--- src/st2d_pkg.sv ---
// shared types, constants and helpers for the 2d sparse table range query block
// no dependencies

package st2d_pkg;

    localparam int DEF_MAX_ROWS   = 32;
    localparam int DEF_MAX_COLS   = 32;
    localparam int DEF_VALUE_BITS = 32;

    localparam int FIELD_BITS = 5;
    localparam int DIM_BITS   = 6;
    localparam int CFG_BITS   = 6;
    localparam int OUT_BITS   = 32;

    localparam logic [1:0] OP_LOAD  = 2'd0;
    localparam logic [1:0] OP_BUILD = 2'd1;
    localparam logic [1:0] OP_QUERY = 2'd2;

    localparam logic [1:0] CFG_ROWS = 2'd0;
    localparam logic [1:0] CFG_COLS = 2'd1;
    localparam logic [1:0] CFG_MAX  = 2'd2;

    // controller to datapath
    typedef struct packed {
        logic capture;    // latch the input beat
        logic rd_issue;   // present read address
        logic acc_first;  // load accumulator with read data
        logic acc_merge;  // merge read data into accumulator
        logic wr_load;    // write load value
        logic wr_acc;     // write accumulator to build target
        logic step_pass;  // advance build counters
        logic [1:0] sel;  // which of four reads
        logic out_load;   // latch result
    } st2d_cmd_t;

    // datapath to controller
    typedef struct packed {
        logic [1:0] op;
        logic       bad_query;
        logic       load_ok;
        logic       build_done;
        logic       build_skip;  // current build slot has nothing to do
        logic [1:0] build_reads; // reads - 1 for current build slot
    } st2d_sts_t;

    // floor log2 of a small count
    function automatic logic [3:0] flog2(input logic [8:0] n);
        logic [3:0] k;
        k = '0;
        for (int b = 1; b < 9; b++) begin
            if (n[b]) k = 4'(b);
        end
        return k;
    endfunction

endpackage

--- src/st2d_ctrl.sv ---
// controller state machine sequencing load, build and query items
// depends on st2d_pkg

module st2d_ctrl import st2d_pkg::*; (
    input  logic      aclk,
    input  logic      aresetn,
    input  logic      s_valid,
    output logic      s_ready,
    output logic      m_valid,
    input  logic      m_ready,
    output st2d_cmd_t cmd,
    input  st2d_sts_t sts
);

    localparam logic [2:0] ST_IDLE  = 3'd0;
    localparam logic [2:0] ST_DEC   = 3'd1;
    localparam logic [2:0] ST_READ  = 3'd2;
    localparam logic [2:0] ST_BSLOT = 3'd3;
    localparam logic [2:0] ST_BWR   = 3'd4;
    localparam logic [2:0] ST_DONE  = 3'd5;

    logic [2:0] state_reg, state_next;
    logic [2:0] cnt_reg, cnt_next;   // read issue index, one extra for the drain
    logic       mv_reg, mv_next;
    logic [1:0] last_rd;

    assign s_ready = (state_reg == ST_IDLE);
    assign m_valid = mv_reg;
    assign last_rd = (sts.op == OP_QUERY) ? 2'd3 : sts.build_reads;

    always_comb begin
        state_next = state_reg;
        cnt_next   = cnt_reg;
        mv_next    = mv_reg && !m_ready;
        cmd        = '0;
        cmd.sel    = cnt_reg[1:0];
        case (state_reg)
            ST_IDLE: begin
                if (s_valid) begin
                    cmd.capture = 1'b1;
                    state_next  = ST_DEC;
                end
            end
            ST_DEC: begin
                cnt_next = '0;
                case (sts.op)
                    OP_LOAD: begin
                        cmd.wr_load = sts.load_ok;
                        state_next  = ST_DONE;
                    end
                    OP_BUILD: state_next = ST_BSLOT;
                    OP_QUERY: state_next = sts.bad_query ? ST_DONE : ST_READ;
                    default:  state_next = ST_DONE;
                endcase
            end
            // reads issue on cnt 0..last, data merges from the read register in the next cycle
            ST_READ: begin
                cmd.rd_issue  = (cnt_reg[1:0] <= last_rd) && !cnt_reg[2];
                cmd.acc_first = (cnt_reg == 3'd1);
                cmd.acc_merge = (cnt_reg > 3'd1);
                cnt_next      = cnt_reg + 3'd1;
                if (cnt_reg == 3'(last_rd) + 3'd1)
                    state_next = (sts.op == OP_QUERY) ? ST_DONE : ST_BWR;
            end
            ST_BSLOT: begin
                cnt_next = '0;
                if (sts.build_done) state_next = ST_DONE;
                else if (sts.build_skip) cmd.step_pass = 1'b1;
                else state_next = ST_READ;
            end
            ST_BWR: begin
                cmd.wr_acc    = 1'b1;
                cmd.step_pass = 1'b1;
                state_next    = ST_BSLOT;
            end
            ST_DONE: begin
                if (!mv_reg || m_ready) begin
                    cmd.out_load = 1'b1;
                    mv_next      = 1'b1;
                    state_next   = ST_IDLE;
                end
            end
            default: state_next = ST_IDLE;
        endcase
    end

    always_ff @(posedge aclk) begin
        if (!aresetn) begin
            state_reg <= ST_IDLE;
            cnt_reg   <= '0;
            mv_reg    <= 1'b0;
        end else begin
            state_reg <= state_next;
            cnt_reg   <= cnt_next;
            mv_reg    <= mv_next;
        end
    end

endmodule

--- config.mk ---
export PLATFORM = sky130hd
export DESIGN_NAME = st2d_ctrl
export DESIGN_NICKNAME = d
export VERILOG_FILES = /design/src/st2d_pkg.sv /design/src/st2d_ctrl.sv
export SDC_FILE = /design/constraint.sdc
export NUM_CORES = 1
export LEC_CHECK = 0
export ABC_AREA = 1
export BUFFER_PORTS_ARGS = -buffer_cell sky130_fd_sc_hd__buf_2
export CORE_AREA = 10 10 49 51
export DETAILED_ROUTE_END_ITERATION = 8
export DIE_AREA = 0 0 59 61
export PLACE_DENSITY_LB_ADDON = 0.15
export SLEW_MARGIN = 10
export SYNTH_ARGS = -nofsm -noshare
export SYNTH_HDL_FRONTEND = slang
export SYNTH_SLANG_ARGS = --single-unit
export TNS_END_PERCENT = 50
--- constraint.sdc ---
create_clock -name aclk -period 3 [get_ports aclk]
set_input_delay 0.15 -clock aclk [delete_from_list [all_inputs] [get_ports aclk]]
set_output_delay 0.15 -clock aclk [all_outputs]
set_load 0.01 [all_outputs]
==> results.sh, run 1 <==
export IMPL_p_leak_nw=0.5050
export IMPL_routed_via_density=4.839
export IMPL_wl_per_cell_microns=11.29
export IMPL_cts_sinks=7
export IMPL_drtIter0Drc=12
export IMPL_place_ws_ps=1109
export IMPL_first_pass_iters=4
export IMPL_ys_flop_type="dfxtp_1"
export IMPL_antenna_found_initial=0
export IMPL_grt_max_degree=9
export IMPL_grt_setup_unrepaired="no"
export IMPL_critPathLaunchType="input port"
export IMPL_setup_tns_ps=0
export IMPL_cts_setup_buffers=0
export IMPL_maxCapViolCount=0
export IMPL_tightest_slew_ps=358.2
export IMPL_reg2reg_slack_ps=1470
export IMPL_synthCells=121
export IMPL_startpoint="sts[6]"
export IMPL_numCtsBuffers=3
export IMPL_path_max_fanout=4
export IMPL_coreArea_sq_um=1471
export IMPL_drive_above_1_share_pct=26.21
export IMPL_nNetsFinal=167
export IMPL_drv_slew=0
export IMPL_endpoint_kind="output pin"
export IMPL_setup_ws_ps=1352
export IMPL_post_dp_cell_area_sq_um=843.3
export IMPL_min_path_type="in2reg"
export IMPL_multi_input_area_sq_um=478.0
export IMPL_final_setup_viol_count=0
export IMPL_p_int_mw=0.2887
export IMPL_async_flop_share_pct=0
export IMPL_ys_seq_area_share_pct=19.08
export IMPL_switching_power_mw=0.2800
export IMPL_synth_top_area_share_pct=19.08
export IMPL_peakVddDrop_mv=0.3813
export IMPL_synth_area_leaders="dfxtp_1 (19%), ha_1 (15%), nand2_1 (14%)"
export IMPL_postSynthAreaPerCell_sq_um=6.070
export IMPL_clockPowerShare_pct=14.7
export IMPL_track_usage_pct=10.30
export IMPL_synth_cell_area_sq_um=734.5
export IMPL_seq_power_share_pct=28.5
export IMPL_skew_ps=4.501
export IMPL_synth_seq_cells=7
export IMPL_swShare_pct=49.23
export IMPL_post_route_drc_count=0
export IMPL_synth_area_leader_cell="dfxtp_1"
export IMPL_syn2layout_area_growth_pct=18.40
export IMPL_r2r_start="cnt_reg[0]"
export IMPL_crit_type="in2out"
export IMPL_rows=14
export IMPL_grt_pass1_vias=805
export IMPL_wirelength_mm=1.817
export IMPL_cp_arrival_ps=1500
export IMPL_io_pins=24
export IMPL_cts_tree="done"
export IMPL_clockRootBuffer="clkbuf_4"
export IMPL_synth_edff_count=0
export IMPL_synth_common_cells="nand2_1 (28), inv_1 (21), nor2_1 (16), a21oi_1 (9), ha_1 (9)"
export IMPL_die_y_microns=61
export IMPL_die_w_microns=59
export IMPL_numPortBuffers=23
export IMPL_start_util_pct=49.91
export IMPL_outcome="finished clean"
export IMPL_cts_repair_resized=0
export IMPL_synth_cell_types=20
export IMPL_yosysWarnings=0
export IMPL_grt_pass1_wl_mm=3.056
export IMPL_clock_latency_ps=250
export IMPL_dp_hpwl_mm=1.549
export IMPL_routabilityCongestion=0.7911
export IMPL_worstReg2RegEnd="state_reg[1]"
export IMPL_synth_fp_nets=142
export IMPL_hold_viol=0
export IMPL_die_area_sq_um=3599
export IMPL_num_vias=779
export IMPL_max_freq_mhz=606.6
export IMPL_fin_crit_sh_pct=54.95
export IMPL_p_comb_share_pct=56.8
export IMPL_htreeDepth=1
export IMPL_ctsHoldBuffers=0
export IMPL_required_ps=2850
export IMPL_postLayoutCellArea_sq_um=869.6
export IMPL_ff2ff_path_depth=10
export IMPL_regArea_sq_um=140.1
export IMPL_synth_most_common_cell="nand2_1"
export IMPL_clk_pin_slew_worst_paths_ps=50
export IMPL_clock_path_buffers=2
export IMPL_ant_nets=0
export IMPL_crit_path_end="cmd[8]"
export IMPL_globalRouteOverflowTotal=0
export IMPL_p_per_area_nw_per_um2=654.1
export IMPL_min_period_ps=1648
export IMPL_maxSlewHeadroom_pct=76.09
export IMPL_antenna_cells=0
export IMPL_fill_cells=155
## per-stage QoR
stage	cells	utilization [%]	hold slack (ps)	power, mW
floorplan	121	-	270.6	0.4014
finish	161	59.10	160.1	0.5688
global placement	157	57.31	416.3	0.4800
CTS	161	59.10	159.6	0.5741
detailed placement	157	57.31	420.3	0.4863
global route	161	59.10	184.7	0.6289
## power by group through the flow
| stage | Combinational [mW] | Sequential [mW] | Clock [mW] |
|---|---|---|---|
| after global routing | 0.372 | 0.166 | 0.0904 |
| after floorplan | 0.258 | 0.144 | 0 |
| after CTS | 0.326 | 0.161 | 0.0864 |
| after detailed placement | 0.323 | 0.163 | 0 |
| after global placement | 0.320 | 0.160 | 0 |
| final | 0.323 | 0.162 | 0.0839 |
## final cells by class
class                   count  share of cell area [%]
inverters                  24                   10.36
well taps                  16                   2.302
repair buffers             23                   13.24
clock buffers               4                   3.022
flip-flops and latches      7                   16.12
multi-input cells          87                   54.96
## logic make-up (layout without fill, tap and decap cells)
kind of cell / count (synthesis) / count (layout) / synth area share [%]
flip-flops: 7 / 7 / 19.08
AND/OR/NAND/NOR: 62 / 62 / 37.99
adder cells (fa/ha/maj): 9 / 9 / 15.33
AO/OA/AOI/OAI: 16 / 16 / 11.75
buffers and inverters: 27 / 51 / 15.84
## worst max-delay path, cell delays in order
cell and delay, ps:
buf_2 90, inv_1 60, ha_1 230, or2_2 300, ha_1 300, a21oi_1 60, nor3_1 130, buf_2 160
## cell usage in the layout (no fill, tap or decap)
cell      instances
dfxtp_1           7
nand3_1           7
nor2_4            1
ha_1              9
clkbuf_1          1
and3_1            1
clkbuf_4          3
o31ai_1           1
a21oi_1           9
o21ai_1           1
or2_2             2
nor2_2            3
nor2_1           16
inv_1            21
nand2_1          28
inv_2             3
nor3_1            2
o21ai_0           4
o21ai_2           1
buf_2            23
nand3_2           2
## per-layer routing
metal / vias up / global-route usage, % / wire (microns)
met5: - / 0 / 0
met4: 0 / 3.934 / 10
met2: 19 / 19.37 / 951
met1: 335 / 10.71 / 765
met3: 2 / 2.505 / 89
li1: 423 / - / -
## worst min-delay path by stage
stage | to | cells past startpoint | start
finish | cnt_reg[2] | 3 | aresetn
global route | cnt_reg[2] | 3 | aresetn
CTS | cnt_reg[2] | 3 | aresetn
detailed placement | cnt_reg[2] | 3 | aresetn
global placement | state_reg[0] | 3 | aresetn
floorplan | state_reg[0] | 2 | aresetn
(Power assumes the default switching activity.)
==> run 2: changes to the inputs <==
--- a/config.mk
+++ b/config.mk
@@ -7,9 +7,9 @@
 export LEC_CHECK = 0
 export ABC_AREA = 1
 export BUFFER_PORTS_ARGS = -buffer_cell sky130_fd_sc_hd__buf_2
-export CORE_AREA = 10 10 49 51
+export CORE_AREA = 10 10 50 52
 export DETAILED_ROUTE_END_ITERATION = 8
-export DIE_AREA = 0 0 59 61
+export DIE_AREA = 0 0 60 62
 export PLACE_DENSITY_LB_ADDON = 0.15
 export SLEW_MARGIN = 10
 export SYNTH_ARGS = -nofsm -noshare
==> constraint.sdc (replaced) <==
create_clock -name aclk -period 1.6 [get_ports aclk]
set_input_delay 0.08 -clock aclk [delete_from_list [all_inputs] [get_ports aclk]]
set_output_delay 0.08 -clock aclk [all_outputs]
set_load 0.01 [all_outputs]
==> run 2 against run 1 <==
Effect of this change:
- final cell count increased by 5.0%
- hold slack got worse by 85 ps
- sequential share of layout area decreased by 0.97 points
- sequential power increased by 80%
- flip-flop and latch count unchanged
- global-route usage decreased by 0.65 points
- via count increased by 2.8%
- core utilization decreased by 1.3 points
- largest cell class unchanged
- first-iteration DRC count decreased by 33%
- power increased by 94%
- largest power group unchanged
==> results.sh, run 2 (synthesis results as in run 1) <==
export IMPL_hold_viol=0
export IMPL_numCtsBuffers=3
export IMPL_dp_hpwl_mm=1.482
export IMPL_peakVddDrop_mv=0.4165
export IMPL_clockRootBuffer="clkbuf_4"
export IMPL_grt_pass1_wl_mm=2.835
export IMPL_min_path_type="in2reg"
export IMPL_numPortBuffers=23
export IMPL_routed_via_density=4.740
export IMPL_io_pins=24
export IMPL_clock_latency_ps=260
export IMPL_coreArea_sq_um=1614
export IMPL_layout_commonest_cell="nand2_1"
export IMPL_critPathSlowestCell="ha_1"
export IMPL_ff2ff_path_depth=10
export IMPL_p_int_mw=0.5718
export IMPL_clockPowerShare_pct=15.1
export IMPL_holdPathStages=3
export IMPL_cts_sinks=7
export IMPL_timing_critical_path_buf_inv=4
export IMPL_cp_depth=9
export IMPL_skew_ps=1.974
export IMPL_die_area_sq_um=3720
export IMPL_nNetsFinal=174
export IMPL_cts_tree="done"
export IMPL_grt_max_degree=9
export IMPL_ant_nets=0
export IMPL_htreeDepth=1
export IMPL_crit_type="in2out"
export IMPL_globalRouteOverflowTotal=0
export IMPL_endpoint_kind="output pin"
export IMPL_clk_pin_slew_worst_paths_ps=60
export IMPL_seq_power_share_pct=26.4
export IMPL_start_util_pct=45.50
export IMPL_wirelength_mm=1.709
export IMPL_postLayoutCellArea_sq_um=933.4
export IMPL_antenna_found_initial=0
export IMPL_p_per_area_nw_per_um2=1183
export IMPL_rows=15
export IMPL_max_freq_mhz=650.9
export IMPL_fill_cells=176
export IMPL_min_period_ps=1536
export IMPL_final_cell_mix="nand2_1 (27), buf_2 (23), inv_1 (21)"
export IMPL_reg2reg_slack_ps=200
export IMPL_required_ps=1520
export IMPL_grt_pass1_vias=726
export IMPL_p_comb_share_pct=58.5
export IMPL_outcome="finished clean"
export IMPL_maxSlewHeadroom_pct=77.63
export IMPL_holdWs_ps=75.40
export IMPL_slowest_delay_ps=300
export IMPL_num_vias=801
export IMPL_fin_util_pct=57.83
export IMPL_post_dp_cell_area_sq_um=897.1
export IMPL_syn2layout_area_growth_pct=27.09
export IMPL_drtIter0Drc=8
export IMPL_die_w_microns=60
export IMPL_final_setup_viol_count=0
export IMPL_cp_arrival_ps=1460
export IMPL_switching_power_mw=0.5329
export IMPL_clock_path_buffers=2
export IMPL_grt_setup_unrepaired="yes"
export IMPL_antenna_cells=0
export IMPL_critPathLaunchType="input port"
export IMPL_drive_above_1_share_pct=31.58
export IMPL_fin_crit_sh_pct=96.02
export IMPL_drv_slew=0
export IMPL_wl_per_cell_microns=10.11
export IMPL_routabilityCongestion=0.8189
export IMPL_tightest_slew_ps=335.0
export IMPL_maxCapViolCount=0
export IMPL_swShare_pct=48.24
export IMPL_post_route_drc_count=0
export IMPL_critical_path_top_delay_family="adder cells"
export IMPL_track_usage_pct=9.648
export IMPL_p_leak_nw=0.5439
export IMPL_path_cells="buf_2 > inv_1 > ha_1 > or2_2 > ha_1 > buf_4 > a21oi_1 > nor3_1 > buf_2"
export IMPL_die_y_microns=62
export IMPL_first_pass_iters=4
export IMPL_setup_tns_ps=0
export IMPL_path_max_fanout=3
[run 2: cell types whose count changed in the layout (fill, tap and decap cells not counted), sizes merged]
cell / change
clkbuf: -1
buf: +7
clkinv: +1
[run 2: through the flow]
stage / setup WS (ps) / std cells / power, mW
6_report: 63.68 / 169 / 1.105
5_1_grt: -35.28 / 169 / 1.239
4_1_cts: 56.40 / 169 / 1.103
3_5_place_dp: -138.6 / 165 / 0.9313
3_3_place_gp: -99.85 / 165 / 0.9230
2_1_floorplan: 19.29 / 121 / 0.7527
[run 2: area by class of cell]
cell class	count	area, sq um	share of cell area [%]
Inverter	24	90.09	9.651
Timing Repair Buffer	30	167.7	17.96
Clock buffer	3	22.52	2.413
Clock inverter	1	5.005	0.5362
Tap cell	17	21.27	2.279
Sequential cell	7	141.4	15.15
Multi-Input combinational cell	87	485.5	52.01
[run 2: power groups by stage]
stage | logic [mW] | clock network (mW) | registers (mW)
6_report | 0.646 | 0.167 | 0.292
5_1_grt | 0.749 | 0.187 | 0.304
4_1_cts | 0.645 | 0.172 | 0.286
3_5_place_dp | 0.642 | 0 | 0.289
3_3_place_gp | 0.637 | 0 | 0.286
2_1_floorplan | 0.483 | 0 | 0.269
[run 2: worst paths after layout]
check / start / to
worst max-delay path: sts[6] / cmd[8]
worst min-delay path: aresetn / state_reg[0]
worst max register to register: cnt_reg[0] / state_reg[1]
worst min register to register: m_valid / m_valid
[run 2: worst register-to-register path, delay by kind of cell, from the launching register on]
family                     cells  cell delay, ps
AOI/OAI and AO/OA              1             110
DFF                            1             370
adders and majority gates      1             310
buffers and inverters          3             160
and+or+nand+nor                5             340
[run 2: metal layers]
metal | wire length (microns) | GRT usage, % | up-vias
met2 | 759 | 16.18 | 22
met1 | 775 | 10.61 | 341
met4 | 46 | 5.769 | 0
met5 | 0 | 0 | -
met3 | 127 | 2.642 | 5
li1 | - | - | 433
[run 2: what timing repair did]
item | in CTS | in global routing
hold buffers | 0 | 0
gates resized for setup | 0 | 3
endpoints found under the hold margin | 0 | 0
buffers inserted | 0 | 0
setup endpoints to repair | 0 | 3
